### config.mk
export PLATFORM = sky130hd
export DESIGN_NAME = log_companding_band_quantizer_unit
export DESIGN_NICKNAME = d
export VERILOG_FILES = /design/src/rtl/lcbq_pkg.sv /design/src/rtl/lcbq_front.sv /design/src/rtl/lcbq_lookup.sv /design/src/rtl/lcbq_scale.sv /design/src/rtl/log_companding_band_quantizer_unit.sv
export SDC_FILE = /design/constraint.sdc
export NUM_CORES = 2
export LEC_CHECK = 0
export ABC_AREA = 1
export BUFFER_PORTS_ARGS = -buffer_cell sky130_fd_sc_hd__clkbuf_2
export CELL_PAD_IN_SITES_DETAIL_PLACEMENT = 1
export CELL_PAD_IN_SITES_GLOBAL_PLACEMENT = 1
export CORE_MARGIN = 3
export CORE_UTILIZATION = 40
export CTS_BUF_LIST = sky130_fd_sc_hd__clkbuf_16
export DETAILED_ROUTE_END_ITERATION = 10
export PLACE_DENSITY_LB_ADDON = 0.25
export SLEW_MARGIN = 20
export SYNTH_ARGS = -nofsm -noshare
export SYNTH_HDL_FRONTEND = slang
export SYNTH_SLANG_ARGS = --single-unit
### constraint.sdc
create_clock -name i_clk -period 7.9 [get_ports i_clk]
set_input_delay 0.395 -clock i_clk [delete_from_list [all_inputs] [get_ports i_clk]]
set_output_delay 0.395 -clock i_clk [all_outputs]
set_load 0.05 [all_outputs]
### src/rtl/lcbq_pkg.sv
package lcbq_pkg;

    // Default configuration of the quantiser.
    localparam int NUM_BANDS_DEF        = 32;
    localparam int SAMPLE_FRAC_BITS_DEF = 16;

    // Fixed widths of the datapath.
    localparam int SAMPLE_W = 18;
    localparam int BAND_W   = 5;
    localparam int CODE_W   = 16;
    localparam int X_W      = 17;   // Q0.16 magnitude, 0 to 65536
    localparam int LOG_W    = 17;   // Q0.16 log value, 0 to 65536
    localparam int STEP_W   = 15;
    localparam int DIFF_W   = 11;   // largest step between log table entries
    localparam int FRAC_W   = 10;   // interpolation fraction
    localparam int SEG_W    = 7;    // segment index, 64 means exactly 1.0
    localparam int P_W      = 31;   // L * step + 5.0
    localparam int PROD_W   = X_W + P_W;

    localparam int LOG_ENTRIES = 65;
    localparam int LATENCY     = 6;

    localparam logic [CODE_W:0] CODE_MAX = 17'd32767;

    // Per-band step values, indexed by band.
    localparam logic [STEP_W-1:0] STEP_ROM [0:31] = '{
        15'd32760, 15'd32760, 15'd26150, 15'd22283, 15'd19540, 15'd17412, 15'd15673,
        15'd14203, 15'd12930, 15'd11806, 15'd10802, 15'd9893,  15'd9063,  15'd8300,
        15'd7593,  15'd6935,  15'd6320,  15'd5741,  15'd5196,  15'd4681,  15'd4192,
        15'd3726,  15'd3283,  15'd2859,  15'd2453,  15'd2064,  15'd1690,  15'd1330,
        15'd983,   15'd648,   15'd325,   15'd12
    };

    typedef logic [LOG_W-1:0] t_log_tab [0:LOG_ENTRIES-1];

    // Builds log2(1 + i/64) in Q0.16 by repeated squaring in Q2.30, taking
    // twenty fraction bits and rounding them to sixteen. Evaluated once at
    // elaboration to give a constant table.
    function automatic t_log_tab f_build_log_tab();
        t_log_tab   tab;
        logic [63:0] y;
        logic [31:0] r;
        for (int i = 0; i < LOG_ENTRIES - 1; i++) begin
            y = 64'(64 + i) << 24;
            r = '0;
            for (int k = 0; k < 20; k++) begin
                y = (y * y) >> 30;
                r = r << 1;
                if (y >= (64'd2 << 30)) begin
                    r = r | 32'd1;
                    y = y >> 1;
                end
            end
            tab[i] = LOG_W'((r + 32'd8) >> 4);
        end
        tab[LOG_ENTRIES-1] = LOG_W'(65536);
        return tab;
    endfunction

    localparam t_log_tab LOG_TAB = f_build_log_tab();

    // Beat leaving the front stage.
    typedef struct packed {
        logic              neg;
        logic [X_W-1:0]    x;
        logic [BAND_W-1:0] band;
    } t_front;

    // Beat leaving the log lookup and interpolation stages.
    typedef struct packed {
        logic              neg;
        logic [X_W-1:0]    x;
        logic [STEP_W-1:0] step;
        logic [LOG_W-1:0]  l;
    } t_lookup;

endpackage

### src/rtl/lcbq_front.sv
module lcbq_front
    import lcbq_pkg::*;
#(
    parameter int NUM_BANDS        = NUM_BANDS_DEF,
    parameter int SAMPLE_FRAC_BITS = SAMPLE_FRAC_BITS_DEF
) (
    input  logic                       i_clk,
    input  logic                       i_rst_n,
    input  logic                       i_valid,
    input  logic signed [SAMPLE_W-1:0] i_sample,
    input  logic        [BAND_W-1:0]   i_band,
    output logic                       o_valid,
    output t_front                     o_data
);

    // Magnitude width wide enough to hold 1.0 in the sample format.
    localparam int MAG_W = (SAMPLE_FRAC_BITS + 1 > SAMPLE_W) ? SAMPLE_FRAC_BITS + 1 : SAMPLE_W;
    localparam logic [MAG_W-1:0]  ONE      = MAG_W'(1) << SAMPLE_FRAC_BITS;
    localparam int                SHIFT    = SAMPLE_FRAC_BITS - 12;
    localparam logic [BAND_W-1:0] BAND_TOP = BAND_W'(NUM_BANDS - 1);

    logic                r_valid;
    t_front              r_data;
    t_front              n_data;
    logic [SAMPLE_W-1:0] mag;
    logic [MAG_W-1:0]    mag_sat;
    logic [MAG_W+3:0]    x_wide;

    // Magnitude, saturation to 1.0 and conversion to Q0.16. The most
    // negative sample negates to itself, which already reads as 2.0.
    always_comb begin
        n_data.neg = i_sample[SAMPLE_W-1];
        mag        = n_data.neg ? (~i_sample + 1'b1) : i_sample;
        mag_sat    = (MAG_W'(mag) > ONE) ? ONE : MAG_W'(mag);
        x_wide     = {mag_sat, 4'b0000} >> SHIFT;
        n_data.x   = X_W'(x_wide);
        n_data.band = (i_band > BAND_TOP) ? BAND_TOP : i_band;
    end

    // Valid bit is control state; the payload needs no reset.
    always_ff @(posedge i_clk) begin
        if (!i_rst_n) begin
            r_valid <= 1'b0;
        end else begin
            r_valid <= i_valid;
        end
    end

    always_ff @(posedge i_clk) begin
        r_data <= n_data;
    end

    assign o_valid = r_valid;
    assign o_data  = r_data;

endmodule

### src/rtl/lcbq_lookup.sv
module lcbq_lookup
    import lcbq_pkg::*;
(
    input  logic    i_clk,
    input  logic    i_rst_n,
    input  logic    i_valid,
    input  t_front  i_data,
    output logic    o_valid,
    output t_lookup o_data
);

    logic [SEG_W-1:0]  seg;
    logic [SEG_W-1:0]  idx_lo;
    logic [SEG_W-1:0]  idx_hi;

    // Table read stage.
    logic              r_tab_valid;
    logic              r_neg;
    logic [X_W-1:0]    r_x;
    logic [STEP_W-1:0] r_step;
    logic [LOG_W-1:0]  r_a;
    logic [DIFF_W-1:0] r_d;
    logic [FRAC_W-1:0] r_f;
    logic [LOG_W-1:0]  n_a;
    logic [DIFF_W-1:0] n_d;

    // Interpolation stage.
    logic               r_valid;
    t_lookup            r_data;
    t_lookup            n_data;
    logic [DIFF_W+FRAC_W:0] interp;

    // Segment selection; exactly 1.0 lands on the last entry with no slope.
    always_comb begin
        seg    = i_data.x[X_W-1:FRAC_W];
        idx_lo = {1'b0, seg[SEG_W-2:0]};
        idx_hi = idx_lo + 1'b1;
        if (seg[SEG_W-1]) begin
            n_a = LOG_TAB[LOG_ENTRIES-1];
            n_d = '0;
        end else begin
            n_a = LOG_TAB[idx_lo];
            n_d = DIFF_W'(LOG_TAB[idx_hi] - LOG_TAB[idx_lo]);
        end
    end

    always_ff @(posedge i_clk) begin
        r_neg  <= i_data.neg;
        r_x    <= i_data.x;
        r_step <= STEP_ROM[i_data.band];
        r_a    <= n_a;
        r_d    <= n_d;
        r_f    <= i_data.x[FRAC_W-1:0];
    end

    // Linear interpolation between neighbouring entries, rounded half up.
    always_comb begin
        interp      = (DIFF_W+FRAC_W+1)'(r_d) * (DIFF_W+FRAC_W+1)'(r_f)
                    + (DIFF_W+FRAC_W+1)'(512);
        n_data.neg  = r_neg;
        n_data.x    = r_x;
        n_data.step = r_step;
        n_data.l    = r_a + LOG_W'(interp >> FRAC_W);
    end

    always_ff @(posedge i_clk) begin
        r_data <= n_data;
    end

    always_ff @(posedge i_clk) begin
        if (!i_rst_n) begin
            r_tab_valid <= 1'b0;
            r_valid     <= 1'b0;
        end else begin
            r_tab_valid <= i_valid;
            r_valid     <= r_tab_valid;
        end
    end

    assign o_valid = r_valid;
    assign o_data  = r_data;

endmodule

### src/rtl/lcbq_scale.sv
module lcbq_scale
    import lcbq_pkg::*;
(
    input  logic                     i_clk,
    input  logic                     i_rst_n,
    input  logic                     i_valid,
    input  t_lookup                  i_data,
    output logic                     o_valid,
    output logic signed [CODE_W-1:0] o_code
);

    // Gain stage.
    logic              r_p_valid;
    logic              r_p_neg;
    logic [X_W-1:0]    r_p_x;
    logic [P_W-1:0]    r_p;

    // Product stage.
    logic              r_m_valid;
    logic              r_m_neg;
    logic [PROD_W-1:0] r_prod;

    // Output stage.
    logic                     r_valid;
    logic signed [CODE_W-1:0] r_code;
    logic signed [CODE_W-1:0] n_code;
    logic [PROD_W:0]          rounded;
    logic [CODE_W:0]          mag;
    logic [CODE_W:0]          mag_sat;

    // Gain is L * step plus 5.0 in Q0.16.
    always_ff @(posedge i_clk) begin
        r_p_neg <= i_data.neg;
        r_p_x   <= i_data.x;
        r_p     <= P_W'(i_data.l) * P_W'(i_data.step) + P_W'(5 << 16);
    end

    // Full product of magnitude and gain.
    always_ff @(posedge i_clk) begin
        r_m_neg <= r_p_neg;
        r_prod  <= PROD_W'(r_p_x) * PROD_W'(r_p);
    end

    // Round at bit 32, clamp and restore the sign.
    always_comb begin
        rounded = {1'b0, r_prod} + ((PROD_W+1)'(1) << 31);
        mag     = rounded[PROD_W:32];
        mag_sat = (mag > CODE_MAX) ? CODE_MAX : mag;
        n_code  = r_m_neg ? -$signed(CODE_W'(mag_sat)) : $signed(CODE_W'(mag_sat));
    end

    always_ff @(posedge i_clk) begin
        r_code <= n_code;
    end

    always_ff @(posedge i_clk) begin
        if (!i_rst_n) begin
            r_p_valid <= 1'b0;
            r_m_valid <= 1'b0;
            r_valid   <= 1'b0;
        end else begin
            r_p_valid <= i_valid;
            r_m_valid <= r_p_valid;
            r_valid   <= r_m_valid;
        end
    end

    assign o_valid = r_valid;
    assign o_code  = r_code;

endmodule

### src/rtl/log_companding_band_quantizer_unit.sv
// Throughput: one beat per cycle; six register stages, the widest being the
// 17 x 31 bit product of magnitude and gain.
// busy stays low, since the receiver cannot stall and no stage ever waits.
// Reset (synchronous, active low) clears every valid bit; nothing is in flight after it.
module log_companding_band_quantizer_unit
    import lcbq_pkg::*;
#(
    parameter int NUM_BANDS        = NUM_BANDS_DEF,
    parameter int SAMPLE_FRAC_BITS = SAMPLE_FRAC_BITS_DEF
) (
    input  logic                       i_clk,
    input  logic                       i_rst_n,
    input  logic                       start,
    output logic                       busy,
    input  logic signed [SAMPLE_W-1:0] i_sample,
    input  logic        [BAND_W-1:0]   i_band,
    output logic                       o_valid,
    output logic signed [CODE_W-1:0]   o_code
);

    logic    accept;
    logic    front_valid;
    t_front  front_data;
    logic    lookup_valid;
    t_lookup lookup_data;

    // The pipeline never holds a beat back.
    assign busy   = 1'b0;
    assign accept = start && !busy;

    // Magnitude, saturation and band clamp.
    lcbq_front #(
        .NUM_BANDS        (NUM_BANDS),
        .SAMPLE_FRAC_BITS (SAMPLE_FRAC_BITS)
    ) u_front (
        .i_clk    (i_clk),
        .i_rst_n  (i_rst_n),
        .i_valid  (accept),
        .i_sample (i_sample),
        .i_band   (i_band),
        .o_valid  (front_valid),
        .o_data   (front_data)
    );

    // Log table read, step read and interpolation.
    lcbq_lookup u_lookup (
        .i_clk   (i_clk),
        .i_rst_n (i_rst_n),
        .i_valid (front_valid),
        .i_data  (front_data),
        .o_valid (lookup_valid),
        .o_data  (lookup_data)
    );

    // Gain, product, rounding and sign.
    lcbq_scale u_scale (
        .i_clk   (i_clk),
        .i_rst_n (i_rst_n),
        .i_valid (lookup_valid),
        .i_data  (lookup_data),
        .o_valid (o_valid),
        .o_code  (o_code)
    );

`ifndef ASSERT_OFF
    // Every accepted beat comes out after the fixed latency.
    a_latency: assert property (@(posedge i_clk) disable iff (!i_rst_n)
        accept |-> ##LATENCY o_valid)
        else $error("accepted beat did not emerge after the pipeline latency");

    // The clamp keeps the code symmetric: the most negative value never appears.
    a_code_range: assert property (@(posedge i_clk) disable iff (!i_rst_n)
        o_valid |-> (o_code != -16'sd32768))
        else $error("code outside the symmetric range");

    // A negative code only comes from a negative sample.
    a_sign: assert property (@(posedge i_clk) disable iff (!i_rst_n)
        (o_valid && o_code[CODE_W-1]) |-> $past(i_sample[SAMPLE_W-1], LATENCY))
        else $error("negative code from a non-negative sample");

    // A zero sample always gives a zero code.
    a_zero: assert property (@(posedge i_clk) disable iff (!i_rst_n)
        (accept && (i_sample == '0)) |-> ##LATENCY (o_code == '0))
        else $error("zero sample gave a non-zero code");
`endif

endmodule

-- After elaboration in Yosys (flattened, before gate mapping)
Memories as Yosys holds them, arrays and structs flattened. A register that Yosys moved wholly into a read port is not among the register bits.
Index checks and enable logic that the tools add are counted.
- bits of input ports: 26
- bits in read-only memories: 4832
- word-level logic and storage cells: 54
- memories: 3
- register bits: 249
- muxes and demuxes: 7
- $mul: 3
- add/sub/neg operators: 8
- magnitude comparators: 5
- bitwise logic cells: 4
- memories (name ; depth ; bits a word ; read ports ; clocked after Yosys merged registers in ; wr ports ; line ; RTL):
    (name not given) ; 128 ; 17 ; 1 ; 0 ; 0 ; lcbq_lookup.sv:43 ; n_d = DIFF_W'(LOG_TAB[idx_hi] - LOG_TAB[idx_lo]);
    (name not given) ; 128 ; 17 ; 1 ; 0 ; 0 ; lcbq_lookup.sv:42 ; n_a = LOG_TAB[idx_lo];
    (name not given) ; 32 ; 15 ; 1 ; 1 ; 0 ; lcbq_lookup.sv:50 ; r_step <= STEP_ROM[i_data.band];
- operator list (kind ; count):
    adder 48 x 32 -> 49 bit, second input constant ; 1
    multiplier 17 x 31 -> 48 bit ; 1
    2-to-1 mux 17 bit ; 2
    2-to-1 mux 16 bit ; 2
    adder 31 x 19 -> 31 bit, second input constant ; 1
    multiplier 17 x 15 -> 31 bit ; 1
    adder 21 x 10 -> 22 bit, second input constant ; 1
    2-to-1 mux 11 bit ; 2
    multiplier 11 x 10 -> 21 bit ; 1
    adder 18 x 1 -> 18 bit, second input constant ; 1
    > comparator 18 x 17 -> 1 bit, second input constant ; 1
    2-to-1 mux 18 bit ; 1
    inverter 18 bit ; 1
    adder 17 x 12 -> 17 bit ; 1
    > comparator 17 x 15 -> 1 bit, second input constant ; 1
    >= comparator 8 bit, second input constant ; 2
    negation 16 bit ; 1
    subtractor 11 bit ; 1
    inverter 6 -> 8 bit ; 1
    inverter 7 -> 8 bit ; 1
    adder 6 x 1 -> 7 bit, second input constant ; 1
    inverter 5 -> 6 bit ; 1
    > comparator 5 bit, second input constant ; 1

-- Logic depth before layout (Yosys ltp)
- word-level depth: 6
- mapped depth: 32
- gate-level depth less buffers: 31

-- Hierarchy
Synthesis repeated with hierarchy kept, for this count alone.
- cells, all modules: 5434
- area total of the unflattened synthesis: 40480.1 um2
- modules (own cells, without submodules) (module ; area an instance (um2) ; sequential area each (um2) ; instances ; cells each):
    lcbq_scale ; 28645.0 ; 1721.7 ; 1 ; 3773
    lcbq_lookup ; 10481.3 ; 2262.2 ; 1 ; 1465
    lcbq_front ; 1342.5 ; 480.5 ; 1 ; 194
    log_companding_band_quantizer_unit ; 11.3 ; 0.0 ; 1 ; 2

-- Worst setup path before layout
OpenSTA, ideal clock, no wires.
- kind: reg-to-reg
- start point: reg u_lookup.r_x[1] (netlist name)
- end point: reg u_lookup.r_data, in the netlist u_lookup.o_data[14]
- path buffers: 1
- arrival time: 5.815 ns
- stages on the path, launching flop included: 29
- slack: 1.971 ns
- data required time: 7.786 ns
- cells stage by stage: dfxtp_1 -> clkbuf_1 -> nand2_1 -> fa_1 -> fa_1 -> fa_1 -> inv_1 -> fa_1 -> inv_1 -> fa_1 -> inv_1 -> ha_1 -> nand2_1 -> o21ai_0 -> a21oi_1 -> o21ai_0 -> xor2_1 -> inv_1 -> fa_1 -> o21ai_1 -> nand3_1 -> nand2_1 -> nand2_1 -> nand2_1 -> a21boi_0 -> o21ai_1 -> nand2_1 -> nor2_1 -> nor2_1
- RTL lines (what ; line ; RTL):
    end signal: assignment ; lcbq_lookup.sv:67 ; r_data <= n_data;
    end: declaration ; lcbq_lookup.sv:29 ; t_lookup r_data;

==> flow_metrics.py <==
metrics = {
    "clock_tree": {
        "cts-resized-gates": 0,
        "ctsHtreeMaxLevel": 1,
        "cts.clk_slew.worst_paths_ns": 0.06,
        "clock_insertion_delay_worst_skew_ns": 0.60,
        "ctsHoldBuffers": 6,
        "tritoncts": "built",
        "tritoncts.num_buffers": 27,
        "cts_root_buf": "clkbuf_16",
        "clock-sinks": 223,
        "post_cts_buffers": 0,
        "clock_tree.buffer_depth": 3,
    },
    "setup_path": {
        "worstRegToRegCells": 27,
        "reg2reg_setup_slack_ns": 1.47,
        "end_kind": "flop",
        "critical_path_peak_fanout": 12,
        "crit_type": "flop to flop",
        "data_required_time_of_the_worst_path_ns": 8.39,
        "cp-startpoint": "u_lookup.r_x[1]",
        "rr_startpoint": "u_lookup.r_x[1]",
        "critical_path.startpoint_type": "flop",
        "reg2reg_end": "u_lookup.o_data[14]",
        "worst_ep_arrival_time_ns": 6.92,
    },
    "yosys": {
        "postSynthCellCount": 5287,
        "synth.avg_cell_area_um2": 7.53,
        "post_synth_instance_area_mm2": 0.0398,
        "synth-seq-area-share_pct": 11.2,
        "synth_enable_flop_cells": 0,
        "ys_async_sr_fraction_pct": 0,
        "synth.net_count": 6357,
        "ys.warnings.count": 0,
        "synth.lib_cells_used.distinct": 57,
        "most_frequently_used_flop_master_after_synthesis": "dfxtp_1",
        "register_bit_total_from_synthesis": 223,
    },
    "global_route": {
        "grt_antenna_before_repair": 0,
        "use_met2_pct": 42.3,
        "grt_use_met1_pct": 29.3,
        "grt_usage_pct": 23.1,
        "globalRoute.busiestLayer": "met2",
        "grt_max_degree": 36,
        "grtUsageMet3_pct": 1.97,
        "grt_remaining_overflow": 0,
        "first_global_vias": 36300,
        "grt_first_pass_wirelength_um": 191000,
    },
    "routing": {
        "vias_per_cell": 5.05,
        "drcViolationCount": 0,
        "detail-route-antenna-nets": 0,
        "via_count": 32600,
        "routedWlPerCell_um": 18.0,
        "drt-initial-drc-count": 1429,
        "dr.pass1.iters": 5,
        "drt_wl_total_um": 117000,
    },
    "die": {
        "die_w_um": 322,
        "design.die.area_mm2": 0.103,
        "floorplan.io_pins": 44,
        "overall_die_height_um": 322,
        "design.core.area_mm2": 0.0986,
        "floorplan.rows": 115,
        "start_util_pct": 40.4,
    },
    "sta": {
        "worst_clock_skew_ns": 0.0127,
        "tightest_slew_ns": 1.06,
        "setup_tns_ns": 0,
        "finalCriticalPeriod_ns": 6.43,
        "rsz0062_at_grt": "no",
        "setup_viol": 0,
        "finalHoldViolCount": 0,
        "achievable-frequency_mhz": 156,
        "timing.final.crit_share_pct": 81.3,
        "report.final.slew_viol_count": 0,
        "slew-limit-headroom_pct": 29.3,
    },
    "finish": {
        "layout.nets": 6226,
        "area_delta_synth_final_pct": 5.10,
        "layout-drive-gt1-share_pct": 3.19,
    },
    "min_path": {
        "min-delay-path-class": "input port to flop",
        "holdPathStages": 3,
        "min_delay_worst_endpoint": "u_front.o_data[5]",
        "worstHoldStart": "i_sample[0]",
    },
    "place": {
        "post-dp-hpwl_um": 93200,
        "io_buffer_count": 42,
        "gp_congestion": 0.896,
    },
    "job": {
        "cap_violations": 0,
    },
    "status": {
        "status": "finished, final reports clean",
    },
}
## routing by layer
layer	up-vias	wire length [µm]	share of wire (%)
met4	0	2900	2.5
li1	15200	-	-
met1	16700	50800	44
met3	170	3650	3.1
met2	536	59200	51
met5	-	0	0
## final cells by class
type,instances,area (µm²)
repair buffers,71,443
clock inverters,21,186
inverters,1397,5240
flip-flops and latches,223,4480
clock buffers,27,676
multi-input cells,3436,29200
well taps,1287,1610
fillers,12300,56700
diodes,1,2.50
## cells in the final DEF, fill, tap and decap left out, types with 10 or more instances in the layout
master and count:
buf_4 23, nand2_1 1342, a21o_1 18, o211ai_1 21, a31oi_1 32, clkbuf_2 42, fa_1 698, o21bai_1 11
nand4_1 32, nor3_1 38, dfxtp_1 211, inv_1 1395, xor2_1 70, xnor2_1 25, o21ai_0 164, nand3_1 95
a21oi_2 10, nor2_1 240, ha_1 346, dfxtp_2 12, clkbuf_16 27, a21oi_1 186
## registers in the layout, indices dropped and copies added (netlist names), 11 cells and up
register / cells
u_lookup.r_d: 11
u_scale.o_code: 16
u_lookup.r_x: 17
u_lookup.o_data: 50
u_scale.r_p: 31
u_lookup.r_step: 15
u_lookup.r_a: 17
u_scale.r_p_x: 17
u_front.o_data: 23
u_scale.r_prod: 17
## worst max-delay path by stage
stage | to | slack (ns) | cells past startpoint
2_1_floorplan | u_lookup.o_data[14] | 1.97 | 28
5_1_grt | u_lookup.o_data[14] | 0.99 | 27
3_5_place_dp | u_lookup.o_data[14] | 1.45 | 27
4_1_cts | u_lookup.o_data[14] | 1.45 | 27
3_3_place_gp | u_lookup.o_data[14] | 1.49 | 27
6_report | u_lookup.o_data[14] | 1.47 | 27
## stage by stage
step	util, %	instance area (µm²)	setup slack [ns]	hold WS, ns	instances
floorplan	-	39800	1.97	0.310	5287
global placement	41.5	40900	1.49	0.310	6408
detailed placement	41.5	40900	1.45	0.313	6408
CTS	42.5	41900	1.45	0.0277	6462
global route	42.5	41900	0.989	0.0697	6462
finish	42.5	41900	1.47	0.0587	6463
## cells in the mapped netlist (3+ instances only)
master | n | area, µm²
nor4_1 | 8 | 50.1
nor2_4 | 5 | 56.3
a21oi_2 | 10 | 87.6
clkbuf_1 | 212 | 796
a311oi_1 | 3 | 26.3
nand3_1 | 95 | 475
buf_4 | 3 | 22.5
nor2_2 | 5 | 31.3
nand2_2 | 5 | 31.3
a21oi_1 | 186 | 931
o21bai_1 | 11 | 82.6
o21ai_0 | 164 | 821
nand4_1 | 32 | 200
nor3_1 | 38 | 190
buf_1 | 3 | 11.3
inv_2 | 8 | 30.0
nor2_1 | 240 | 901
a21boi_0 | 7 | 52.6
a221oi_1 | 8 | 70.1
o21ai_1 | 5 | 25.0
nand3b_1 | 6 | 45.0
nand2_1 | 1342 | 5040
xor2_1 | 70 | 613
o22ai_1 | 5 | 31.3
nand3_2 | 4 | 40.0
inv_1 | 1389 | 5210
a22oi_1 | 3 | 22.5
a211oi_1 | 6 | 45.0
o211ai_1 | 21 | 158
dfxtp_1 | 223 | 4460
a31oi_1 | 32 | 200
o31ai_1 | 5 | 37.5
o311ai_0 | 5 | 43.8
a21o_1 | 18 | 135
o221ai_1 | 6 | 52.6
ha_1 | 346 | 4330
xnor2_1 | 25 | 219
buf_2 | 12 | 60.1
fa_1 | 698 | 14000
## worst max-delay path, cell delays in order (launching register included)
cell,delay [ns]
dfxtp_1,0.59
nand2_1,0.15
fa_1,0.58
fa_1,0.44
fa_1,0.57
inv_1,0.06
fa_1,0.47
inv_1,0.05
fa_1,0.48
inv_1,0.04
ha_1,0.32
nand2_1,0.06
o21ai_0,0.24
a21oi_1,0.07
o21ai_0,0.20
xor2_1,0.22
inv_1,0.08
fa_1,0.41
o21ai_1,0.22
nand3_1,0.10
nand2_1,0.10
nand2_1,0.06
nand2_1,0.08
a21boi_0,0.14
o21ai_1,0.37
nand2_1,0.09
nor2_1,0.10
nor2_1,0.05
## kinds of logic (layout without fill, tap and decap cells)
group | count (synthesis) | after routing | share of synthesized area, %
flops | 223 | 223 | 11.2
compound gates | 506 | 506 | 7.34
buf+inv | 1628 | 1516 | 15.4
fa+ha+maj | 1044 | 1044 | 45.9
simple gates | 1790 | 1790 | 18.0
other cells | 1 | 2 | 0.00941
xor+xnor | 95 | 95 | 2.09
Power is not shown: default switching activity piles up to over one toggle a cycle in this logic, so the estimate is an artifact.
